==> src/hdl/orq_pkg.sv <==
// Shared types and constants for the overwriting ring deque.
`timescale 1ns / 1ps

package orq_pkg;

	localparam int SLOT_BITS = 6;
	localparam int NUM_SLOTS = 64;
	localparam int WORD_BITS = 32;
	localparam int CAP_BITS  = 7;

	localparam logic [CAP_BITS-1:0] CAP_RESET = 7'd50;
	localparam logic [CAP_BITS-1:0] CAP_MIN   = 7'd2;
	localparam logic [CAP_BITS-1:0] CAP_MAX   = 7'd64;

	typedef enum logic [2:0] {
		CMD_PUSH_BACK  = 3'd0,
		CMD_PUSH_FRONT = 3'd1,
		CMD_POP_BACK   = 3'd2,
		CMD_POP_FRONT  = 3'd3,
		CMD_CLEAR      = 3'd4,
		CMD_READ_SLOT  = 3'd5,
		CMD_WRITE_SLOT = 3'd6
	} command_t;

	typedef enum logic [1:0] {
		ST_OK        = 2'd0,
		ST_POP_EMPTY = 2'd1,
		ST_BAD_INDEX = 2'd2
	} status_t;

	typedef enum logic [3:0] {
		S_IDLE = 4'b0001,
		S_EXEC = 4'b0010,
		S_READ = 4'b0100,
		S_RESP = 4'b1000
	} state_t;

	// Step strobes from the sequencer to the datapath.
	typedef struct packed {
		logic load;
		logic exec;
		logic read;
	} ctrl_cmd_t;

endpackage

==> src/hdl/orq_ctrl.sv <==
// Sequencer for the ring deque: accept, execute, read back, respond.
`timescale 1ns / 1ps

module orq_ctrl (
	input  logic               clk,
	input  logic               arst_n,
	input  logic               in_valid,
	output logic               in_stall,
	output logic               out_valid,
	input  logic               out_stall,
	output orq_pkg::ctrl_cmd_t cmd
);

	orq_pkg::state_t state_q;
	orq_pkg::state_t state_nxt;

	always_comb begin
		state_nxt = state_q;
		case (state_q)
			orq_pkg::S_IDLE: begin
				if (in_valid) state_nxt = orq_pkg::S_EXEC;
			end
			orq_pkg::S_EXEC: begin
				state_nxt = orq_pkg::S_READ;
			end
			orq_pkg::S_READ: begin
				state_nxt = orq_pkg::S_RESP;
			end
			orq_pkg::S_RESP: begin
				if (!out_stall) state_nxt = orq_pkg::S_IDLE;
			end
			default: begin
				state_nxt = orq_pkg::S_IDLE;
			end
		endcase
	end

	always_ff @(posedge clk or negedge arst_n) begin
		if (!arst_n) begin
			state_q <= orq_pkg::S_IDLE;
		end else begin
			state_q <= state_nxt;
		end
	end

	assign in_stall  = (state_q != orq_pkg::S_IDLE);
	assign out_valid = (state_q == orq_pkg::S_RESP);
	assign cmd.load  = (state_q == orq_pkg::S_IDLE) && in_valid;
	assign cmd.exec  = (state_q == orq_pkg::S_EXEC);
	assign cmd.read  = (state_q == orq_pkg::S_READ);

endmodule

==> config.mk <==
export PLATFORM = sky130hd
export DESIGN_NAME = orq_ctrl
export DESIGN_NICKNAME = d
export VERILOG_FILES = /design/src/hdl/orq_pkg.sv /design/src/hdl/orq_ctrl.sv
export SDC_FILE = /design/constraint.sdc
export NUM_CORES = 1
export LEC_CHECK = 0
export BUFFER_PORTS_ARGS = -buffer_cell sky130_fd_sc_hd__buf_2
export CAP_MARGIN = 15
export CORE_AREA = 10 10 47 49
export CTS_CLUSTER_DIAMETER = 30
export DETAILED_ROUTE_END_ITERATION = 6
export DIE_AREA = 0 0 57 59
export GPL_TIMING_DRIVEN = 0
export PLACE_DENSITY = 0.34
export RECOVER_POWER = 100
export SLEW_MARGIN = 20
export SYNTH_ARGS = -nofsm -noshare
export SYNTH_HDL_FRONTEND = slang
export SYNTH_SLANG_ARGS = --single-unit
export TNS_END_PERCENT = 30
==> constraint.sdc <==
create_clock -name clk -period 1.6 [get_ports clk]
set_clock_uncertainty 0.1 [all_clocks]
set_input_delay 0.4 -clock clk [delete_from_list [all_inputs] [get_ports clk]]
set_output_delay 0.4 -clock clk [all_outputs]
set_load 0.02 [all_outputs]
Word level (Yosys, flattened, before mapping)
Index checks and enable logic that the tools add are counted.
Word-level totals
  bits in registers: 4
  latch bits: 0
  memory bits (writable): 0
  memory bits (read-only): 0
  memories: 0
Cells by class
  $add $sub $neg: 0
  multipliers: 0
  divide/modulo/power cells: 0
  order comparisons: 0
  eq/ne operators: 7
  shift-type cells: 0
  muxes and demuxes: 3
  bitwise logic cells: 0
  reduce and logical (&&, ||, !) cells: 2
Operators with widths (number)
  case mux 4 bit (4 select lines): 1
  two-way mux 4 bit: 2
  equality test 4 x 1 -> 1 bit, second input constant: 1
  equality test 4 x 2 -> 1 bit, second input constant: 1
  equality test 4 x 3 -> 1 bit, second input constant: 1
  equality test 4 bit, second input constant: 1
  != test 2 bit, second input constant: 2
  != test 4 x 1 -> 1 bit, second input constant: 1
  AND reduction 2 bit: 1
  logical AND 1 bit: 1

Logic depth before layout (Yosys ltp)
Gate-level depths: netlist (run 1).
  word-level depth: 3
  mapped depth: 3
  gate-level depth less buffers: 3

Worst setup path before layout (run 1)
No wires, ideal clock.
  kind: register to output
  start point: register state_q[0]
  end point: output port cmd[2] in the netlist's numbering
  arrival: 1.390 ns
  setup slack: -0.290 ns
  stages on the path, launching flop included: 3
  buffers on the path: 0
  cells stage by stage: dfstp_2 -> or4b_4 -> nor2_1
RTL lines
  start: declaration: RTL line orq_ctrl.sv:14  | orq_pkg::state_t state_q;
  start signal: assignment: RTL line orq_ctrl.sv:40  | state_q <= orq_pkg::S_IDLE;
  start signal: assignment: RTL line orq_ctrl.sv:42  | state_q <= state_nxt;
  end: declaration: RTL line orq_ctrl.sv:11  | output orq_pkg::ctrl_cmd_t cmd

==> flow_summary.ini, run 1 <==
[outcome]
status = finished, violations left
violations = setup timing

[sta]
tightest_slew_ns = 0.219
slew_viol_final = 0
finalCritPeriodShare = 1.23
finalSetupTns_ns = -1.18
layout_setup_ws_ns = -0.361
maxSlewHeadroom = 0.853
rsz0062_at_grt = yes
hold_violations = 0
max_freq_mhz = 510
fin_crit_ns = 1.96
finalSetupViolCount = 5

[worst_setup_path]
r2r_start = state_q[0]
end_kind = output pin
critical_path.max_fanout = 3
critical_path.top_delay_family = simple AND/OR/NAND/NOR gates
slowest_delay_ns = 0.52
worstReg2RegEnd = state_q[1]
r2r_slack_ns = 0.29
ff2ff_path_depth = 2
path_cells = or4b_4, nor2_4, buf_6
worst-path-buf-inv = 1
crit_path_start_kind = flip-flop
crit_slowest_cell = dfstp_2
cp.required_ns = 1.10
crit_path_start = state_q[0]
critPathArrivalTime_ns = 1.46
path_class = flip-flop to output pin

[clock_tree]
cts-root-buf = clkbuf_4
numCtsBuffers = 3
htreeDepth = 1
cts_tree = built
clock_latency_ns = 0.23
clk_path_buf_depth = 2
clk_pin_slew_worst_paths_ns = 0.04
clock_sinks = 4

[detailed_routing]
drcViolationCount = 0
final_antenna_net_count = 0
wl_um = 616
wire_per_inst_um = 11.4
num_vias = 226
drtIter0Drc = 0
firstDrtPassIters = 1
viasPerCell = 4.19

[logic_synthesis]
synth-seq-cells = 4
muxShareOfSynthArea = 0
synthCells = 21
synthXorXnorAreaFrac = 0
synth_adder_area_share = 0
syn_nets = 25
synthDistinctLibCells = 17
synth_compound_area_frac = 0.134
synth_top_family_by_area = simple AND/OR/NAND/NOR gates
yosys.area_share.simple = 0.363
synth_area_um2 = 224
synth_seq_area_share = 0.453
yosysWarnings = 0
synth.avg_cell_area_um2 = 10.7

[layout]
area_growth_pct = 87.7
final-seq-area_um2 = 105
multi_input_area_um2 = 158
largest-register = state_q
final_nets = 43
drive_gt1_frac = 0.684
reg_top3 = state_q (4)
diodes = 0
fillers = 156
largest_reg_flops = 4

[min_path]
min_from = in_valid
holdPathStages = 3
hp-class = input pin to flip-flop
whs_endpoint = state_q[1]

[power]
power_density_nw_per_um2 = 1650
p_leak_nw = 0.177
peakVddDrop_v = 0.000533
power.total_mw = 0.695

[floorplan]
die_h_um = 59
coreArea_um2 = 1400
die_x_um = 57
die_area_um2 = 3360
pin_count = 9
start_util = 0.160
rows = 14

[global_routing]
grt_pass1_vias = 217
antenna_found_initial = 0
grt_overflow = 0
grt_pass1_wl_um = 841
grt_max_degree = 9
grt_usage = 0.0342

[placed_design]
hpwl_um = 409
port_buffers = 8
gp_congestion = 0.610

[flow_run]
maxCapViolCount = 0
final cells by class:
class / count / area share
tap: 16 / 0.0476
clock buffer: 4 / 0.0625
multi-input combinational: 15 / 0.375
timing repair buffer: 13 / 0.238
sequential: 4 / 0.250
inverter: 1 / 0.00893
buffer: 1 / 0.0179
cell usage after synthesis:
cell type / count / area share
inv_1: 1 / 0.017
or4b_4: 1 / 0.061
and2b_1: 1 / 0.034
nor3_1: 1 / 0.022
nor3b_1: 2 / 0.067
dfstp_2: 1 / 0.12
buf_4: 1 / 0.034
a211oi_1: 1 / 0.034
nand3b_1: 1 / 0.034
o31ai_1: 1 / 0.034
nor2_1: 2 / 0.034
o21ai_0: 1 / 0.022
and3b_2: 1 / 0.045
nand2b_1: 1 / 0.028
o32a_1: 1 / 0.045
dfrtp_1: 3 / 0.34
nor4b_1: 1 / 0.039
per-stage QoR:
step | area, um^2 | worst slack, ns | utilization | cells | hold slack (ns)
after floorplan | 231 | -0.152 | - | 21 | 0.00441
after global placement | 292 | -0.219 | 0.208 | 45 | 0.106
after detailed placement | 292 | -0.217 | 0.208 | 45 | 0.107
after CTS | 373 | -0.387 | 0.266 | 51 | 0.368
after global routing | 420 | -0.397 | 0.300 | 54 | 0.387
final | 420 | -0.361 | 0.300 | 54 | 0.374
report_power, final:
group	switching, mW	leakage, nW	internal, mW	total [mW]
Combinational	0.175	0.116	0.191	0.366
Sequential	0.0491	0.0465	0.145	0.194
Clock	0.0419	0.0150	0.0936	0.136
Total	0.266	0.177	0.429	0.695
worst max path at each step:
stage,end,slack [ns],cells after the start
after global routing,cmd[2],-0.40,3
after detailed placement,cmd[2],-0.22,3
final,cmd[2],-0.36,3
after floorplan,cmd[2],-0.15,2
after CTS,cmd[2],-0.39,3
after global placement,cmd[2],-0.22,3
worst min-delay path: stages:
cell and delay, ns:
buf_2 0.10, inv_1 0.10, nor2_1 0.06
placed cells by master, fill, tap and decap left out, drive strengths merged:
cell type and n:
a211oi 1, and2b 1, and3b 1, buf 12, clkbuf 5, dfrtp 3, dfstp 1, dlygate4sd3 1
inv 1, nand2b 1, nand3b 1, nor2 2, nor3 1, nor3b 2, nor4b 1, o21ai 1
o31ai 1, o32a 1, or4b 1
repair_timing:
item / in CTS / in global routing
setup buffers: 1 / 3
endpoints found under the hold margin: 3 / 0
hold buffers: 1 / 0
setup endpoints to repair: 5 / 5
pin swaps: 1 / 0
gates resized for setup: 10 / 6
routing by layer:
layer / GRT usage / vias up / wire [um]
met5: 0 / - / 0
met4: 0.0503 / 0 / 0
met3: 0.0172 / 0 / 45
met2: 0.0512 / 5 / 325
met1: 0.0273 / 109 / 245
li1: - / 112 / -
cell families after synthesis:
kind of cell / after synthesis
buffers and inverters: 2
AND/OR/NAND/NOR: 11
AO/OA/AOI/OAI: 4
flip-flops: 4
(Power assumes the default switching activity.)
==> run 2, diff against run 1 <==
--- a/config.mk
+++ b/config.mk
@@ -6,11 +6,11 @@
 export NUM_CORES = 1
 export LEC_CHECK = 0
 export BUFFER_PORTS_ARGS = -buffer_cell sky130_fd_sc_hd__buf_2
-export CAP_MARGIN = 15
-export CORE_AREA = 10 10 47 49
+export CAP_MARGIN = 5
+export CORE_AREA = 2 2 39 41
 export CTS_CLUSTER_DIAMETER = 30
 export DETAILED_ROUTE_END_ITERATION = 6
-export DIE_AREA = 0 0 57 59
+export DIE_AREA = 0 0 41 43
 export GPL_TIMING_DRIVEN = 0
 export PLACE_DENSITY = 0.34
 export RECOVER_POWER = 100
==> run 2 against run 1 <==
Combinational power fell by 21%. Critical endpoint unchanged. Via count fell by 9.3%. Global-route usage rose by 3.4 points. Critical path depth did not move. Cell count fell by 5.6%. The flow still finishes with violations (setup timing). First-iteration DRC count did not move.
==> flow_summary.ini, run 2 (same netlist as run 1, synthesis figures left out) <==
[worst_setup_path]
ff2ff_path_depth = 3
r2r_start = state_q[0]
critPathArrivalTime_ns = 1.48
r2r_slack_ns = 0.27
cp.required_ns = 1.10
critical_path.max_fanout = 4
crit_path_start = state_q[0]
end_kind = output pin
crit_path_end = cmd[2]
path_class = flip-flop to output pin
worstReg2RegEnd = state_q[0]
crit_path_start_kind = flip-flop

[floorplan]
start_util = 0.162
die_x_um = 41
coreArea_um2 = 1380
rows = 14
pin_count = 9
die_h_um = 43
die_area_um2 = 1760

[layout]
final_nets = 40
reg_top3 = state_q (4)
largest-register = state_q
largest_reg_flops = 4
layout_common_cells = buf_2, buf_4, clkbuf_4
diodes = 0
final_common_cell = buf_2
area_growth_pct = 59.8
drive_gt1_frac = 0.543

[placed_design]
port_buffers = 8
gp_congestion = 0.579

[sta]
tightest_slew_ns = 0.226
worst_hold_slack_ns = 0.378
max_freq_mhz = 506
finalSetupTns_ns = -1.06
rsz0062_at_grt = yes
fin_crit_ns = 1.98
finalCritPeriodShare = 1.24
layout_setup_ws_ns = -0.377
maxSlewHeadroom = 0.849
hold_violations = 0
slew_viol_final = 0
finalSetupViolCount = 5

[clock_tree]
htreeDepth = 1
numCtsBuffers = 3
clk_path_buf_depth = 2
clock_latency_ns = 0.24
clk_pin_slew_worst_paths_ns = 0.04
clock_sinks = 4
cts_tree = built
cts-root-buf = clkbuf_4

[global_routing]
grt_usage = 0.0685
grt_pass1_vias = 206
grt_overflow = 0
grt_max_degree = 9
antenna_found_initial = 0
grt_pass1_wl_um = 765

[detailed_routing]
final_antenna_net_count = 0
viasPerCell = 4.02
wire_per_inst_um = 9.04
wl_um = 461
firstDrtPassIters = 1
drtIter0Drc = 0
drcViolationCount = 0
num_vias = 205

[outcome]
violations = setup timing
status = finished, violations left

[power]
peakVddDrop_v = 0.000527
p_leak_nw = 0.154
power_density_nw_per_um2 = 1710

[min_path]
hp-class = input pin to flip-flop

[flow_run]
maxCapViolCount = 0
-- run 2: cell type report --
class,instances,area [um^2]
tap,16,20.0
timing repair buffer,10,71.3
multi-input combinational,15,125
buffer,1,7.51
fill,163,1030
clock buffer,4,26.3
inverter,1,3.75
sequential,4,104
-- run 2: timing repair --
item | 4_1_cts | 5_1_grt
hold buffers | 1 | 0
endpoints found under the hold margin | 3 | 0
setup buffers | 1 | 0
endpoints found under the setup margin | 5 | 5
gates resized for setup | 4 | 4
-- run 2: worst min-delay path by stage --
stage / from / endpoint / slack [ns] / cells past startpoint
finish: in_valid / state_q[1] / 0.38 / 3
global placement: arst_n / state_q[2] / 0.11 / 1
detailed placement: arst_n / state_q[2] / 0.11 / 1
global route: in_valid / state_q[1] / 0.38 / 3
floorplan: arst_n / state_q[1] / 0.004 / 0
CTS: in_valid / state_q[1] / 0.37 / 3
-- run 2: report_power, final --
group	total, mW	leakage (nW)	internal [mW]	switching, mW
sequential	0.190	0.0479	0.143	0.0473
clock	0.135	0.0150	0.0936	0.0416
combinational	0.288	0.0914	0.151	0.137
-- run 2: worst max-delay path: stages (launching register included) --
cell and delay (ns):
dfstp_2 0.54, or4b_4 0.49, nor2_4 0.10, buf_6 0.12
-- run 2: layer usage --
| metal | share of wire | GRT usage | up-vias |
|---|---|---|---|
| li1 | - | - | 107 |
| met1 | 0.39 | 0.0651 | 94 |
| met2 | 0.55 | 0.103 | 4 |
| met3 | 0.059 | 0.0157 | 0 |
| met4 | 0 | 0.0800 | 0 |
| met5 | 0 | 0 | - |
-- run 2: stage by stage --
| step | utilization | setup WS (ns) | power (mW) | instance area (um^2) | cells |
|---|---|---|---|---|---|
| after floorplan | - | -0.152 | 0.368 | 231 | 21 |
| after detailed placement | 0.211 | -0.210 | 0.433 | 292 | 45 |
| final | 0.259 | -0.377 | 0.613 | 358 | 51 |
| after global routing | 0.259 | -0.420 | 0.664 | 358 | 51 |
| after global placement | 0.211 | -0.215 | 0.436 | 292 | 45 |
| after CTS | 0.251 | -0.384 | 0.617 | 348 | 51 |
==> run 3, diff against run 2 <==
--- a/config.mk
+++ b/config.mk
@@ -12,8 +12,9 @@
 export DETAILED_ROUTE_END_ITERATION = 6
 export DIE_AREA = 0 0 41 43
 export GPL_TIMING_DRIVEN = 0
-export PLACE_DENSITY = 0.34
+export PLACE_DENSITY = 0.33
 export RECOVER_POWER = 100
+export SKIP_LAST_GASP = 1
 export SLEW_MARGIN = 20
 export SYNTH_ARGS = -nofsm -noshare
 export SYNTH_HDL_FRONTEND = slang
==> constraint.sdc (replaced) <==
create_clock -name clk -period 2 [get_ports clk]
set_clock_uncertainty 0.1 [all_clocks]
set_input_delay 0.1 -clock clk [delete_from_list [all_inputs] [get_ports clk]]
set_output_delay 0.1 -clock clk [all_outputs]
set_load 0.02 [all_outputs]
==> run 3 against run 2 <==
The flow now finishes without violations. Core utilization decreased by 3.4 points. Combinational power decreased by 45%. Setup slack improved by 0.58 ns. Cell count decreased by 2.0%. Clock-buffer cell count unchanged. Sequential power decreased by 20%. Design area decreased by 13%.
==> flow_summary.ini, run 3 (same netlist as run 1, synthesis figures left out) <==
[sta]
max_freq_mhz = 556
maxSlewHeadroom = 0.838
fin_crit_ns = 1.80
slew_viol_final = 0
finalCritPeriodShare = 0.900
tightest_slew_ns = 0.240
finalSetupViolCount = 0
layout_setup_ws_ns = 0.200
finalSetupTns_ns = 0
hold_violations = 0
rsz0062_at_grt = no

[floorplan]
die_h_um = 43
die_area_um2 = 1760
pin_count = 9
coreArea_um2 = 1380
die_x_um = 41
rows = 14
start_util = 0.162

[outcome]
status = completed

[detailed_routing]
viasPerCell = 4.02
drtIter0Drc = 5
drcViolationCount = 0
num_vias = 201
wl_um = 443
wire_per_inst_um = 8.86
final_antenna_net_count = 0
firstDrtPassIters = 2

[worst_setup_path]
cp.required_ns = 1.80
path_class = flip-flop to output pin
end_kind = output pin
crit_path_start_kind = flip-flop
critPathArrivalTime_ns = 1.60
critical_path.max_fanout = 8
r2r_slack_ns = 0.57

[clock_tree]
postCtsSetupRepairBufs = 0
clk_pin_slew_worst_paths_ns = 0.04
clock_sinks = 4
cts_tree = built
numCtsBuffers = 3
cts-root-buf = clkbuf_4
clock_latency_ns = 0.23
htreeDepth = 1
clk_path_buf_depth = 2

[placed_design]
place_ws_ns = 0.500
port_buffers = 8
gp_congestion = 0.633

[layout]
final_nets = 39
layout_common_cells = clkbuf_1, clkbuf_4, buf_2, dfrtp_1
largest-register = state_q
drive_gt1_frac = 0.235
diodes = 0
largest_reg_flops = 4
reg_top3 = state_q (4)
final_common_cell = clkbuf_1
area_growth_pct = 38.5
fillers = 167

[flow_run]
maxCapViolCount = 0

[global_routing]
antenna_found_initial = 0
grt_max_degree = 9
grt_pass1_vias = 196
grt_overflow = 0
grt_pass1_wl_um = 731
grt_usage = 0.0676

[power]
p_leak_nw = 0.133
peakVddDrop_v = 0.000370
power_density_nw_per_um2 = 1340

[min_path]
hp-class = input pin to flip-flop
==> run 3: changes by cell type in the layout (fill, tap and decap cells not counted), sizes merged <==
cell | before | now
buf | 9 | 4
clkbuf | 5 | 9
==> run 3: per-layer routing <==
metal,wire length (um),part of all wire,up-vias,global-route usage
li1,-,-,104,-
met2,235,0.53,3,0.0938
met5,0,0,-,0
met4,0,0,0,0.0800
met3,22,0.050,0,0.0314
met1,184,0.42,94,0.0621
==> run 3: timing repair <==
action                    CTS  global route
resized for setup           0             0
hold buffers                1             0
hold endpoints to repair    4             0
==> run 3: cell type report <==
| cell class | count | area [um^2] | share of cell area |
|---|---|---|---|
| clock buffer | 4 | 26.3 | 0.0847 |
| tap | 16 | 20.0 | 0.0645 |
| buffer | 1 | 7.51 | 0.0242 |
| multi-input combinational | 15 | 108 | 0.347 |
| inverter | 1 | 3.75 | 0.0121 |
| sequential | 4 | 101 | 0.327 |
| timing repair buffer | 9 | 43.8 | 0.141 |
==> run 3: final timing paths <==
check | startpoint | endpoint | depth (start not counted)
hold reg to reg | state_q[3] | state_q[2] | 1
setup / recovery | state_q[0] | cmd[2] | 3
min in group asynchronous | arst_n | state_q[1] | 2
max in group asynchronous | arst_n | state_q[0] | 2
setup reg to reg | state_q[0] | state_q[0] | 3
hold / removal | in_valid | state_q[1] | 3
==> run 3: per-stage QoR <==
stage | power [mW] | instance area, um^2 | hold WS [ns] | util | cells
floorplan | 0.282 | 224 | -0.296 | - | 21
global placement | 0.336 | 284 | -0.194 | 0.205 | 45
detailed placement | 0.334 | 284 | -0.192 | 0.205 | 45
CTS | 0.448 | 320 | 0.00661 | 0.231 | 50
global route | 0.454 | 310 | 0.0111 | 0.224 | 50
finish | 0.417 | 310 | 0.0182 | 0.224 | 50
==> run 3: power breakdown <==
group          switching (mW)  internal [mW]
sequential             0.0420          0.110
clock                  0.0331         0.0749
combinational          0.0855         0.0715
==> run 3: critical path, stage by stage (launching register included) <==
cell	delay [ns]
dfstp_1	0.61
or4b_1	0.50
nor2_1	0.10
buf_2	0.16
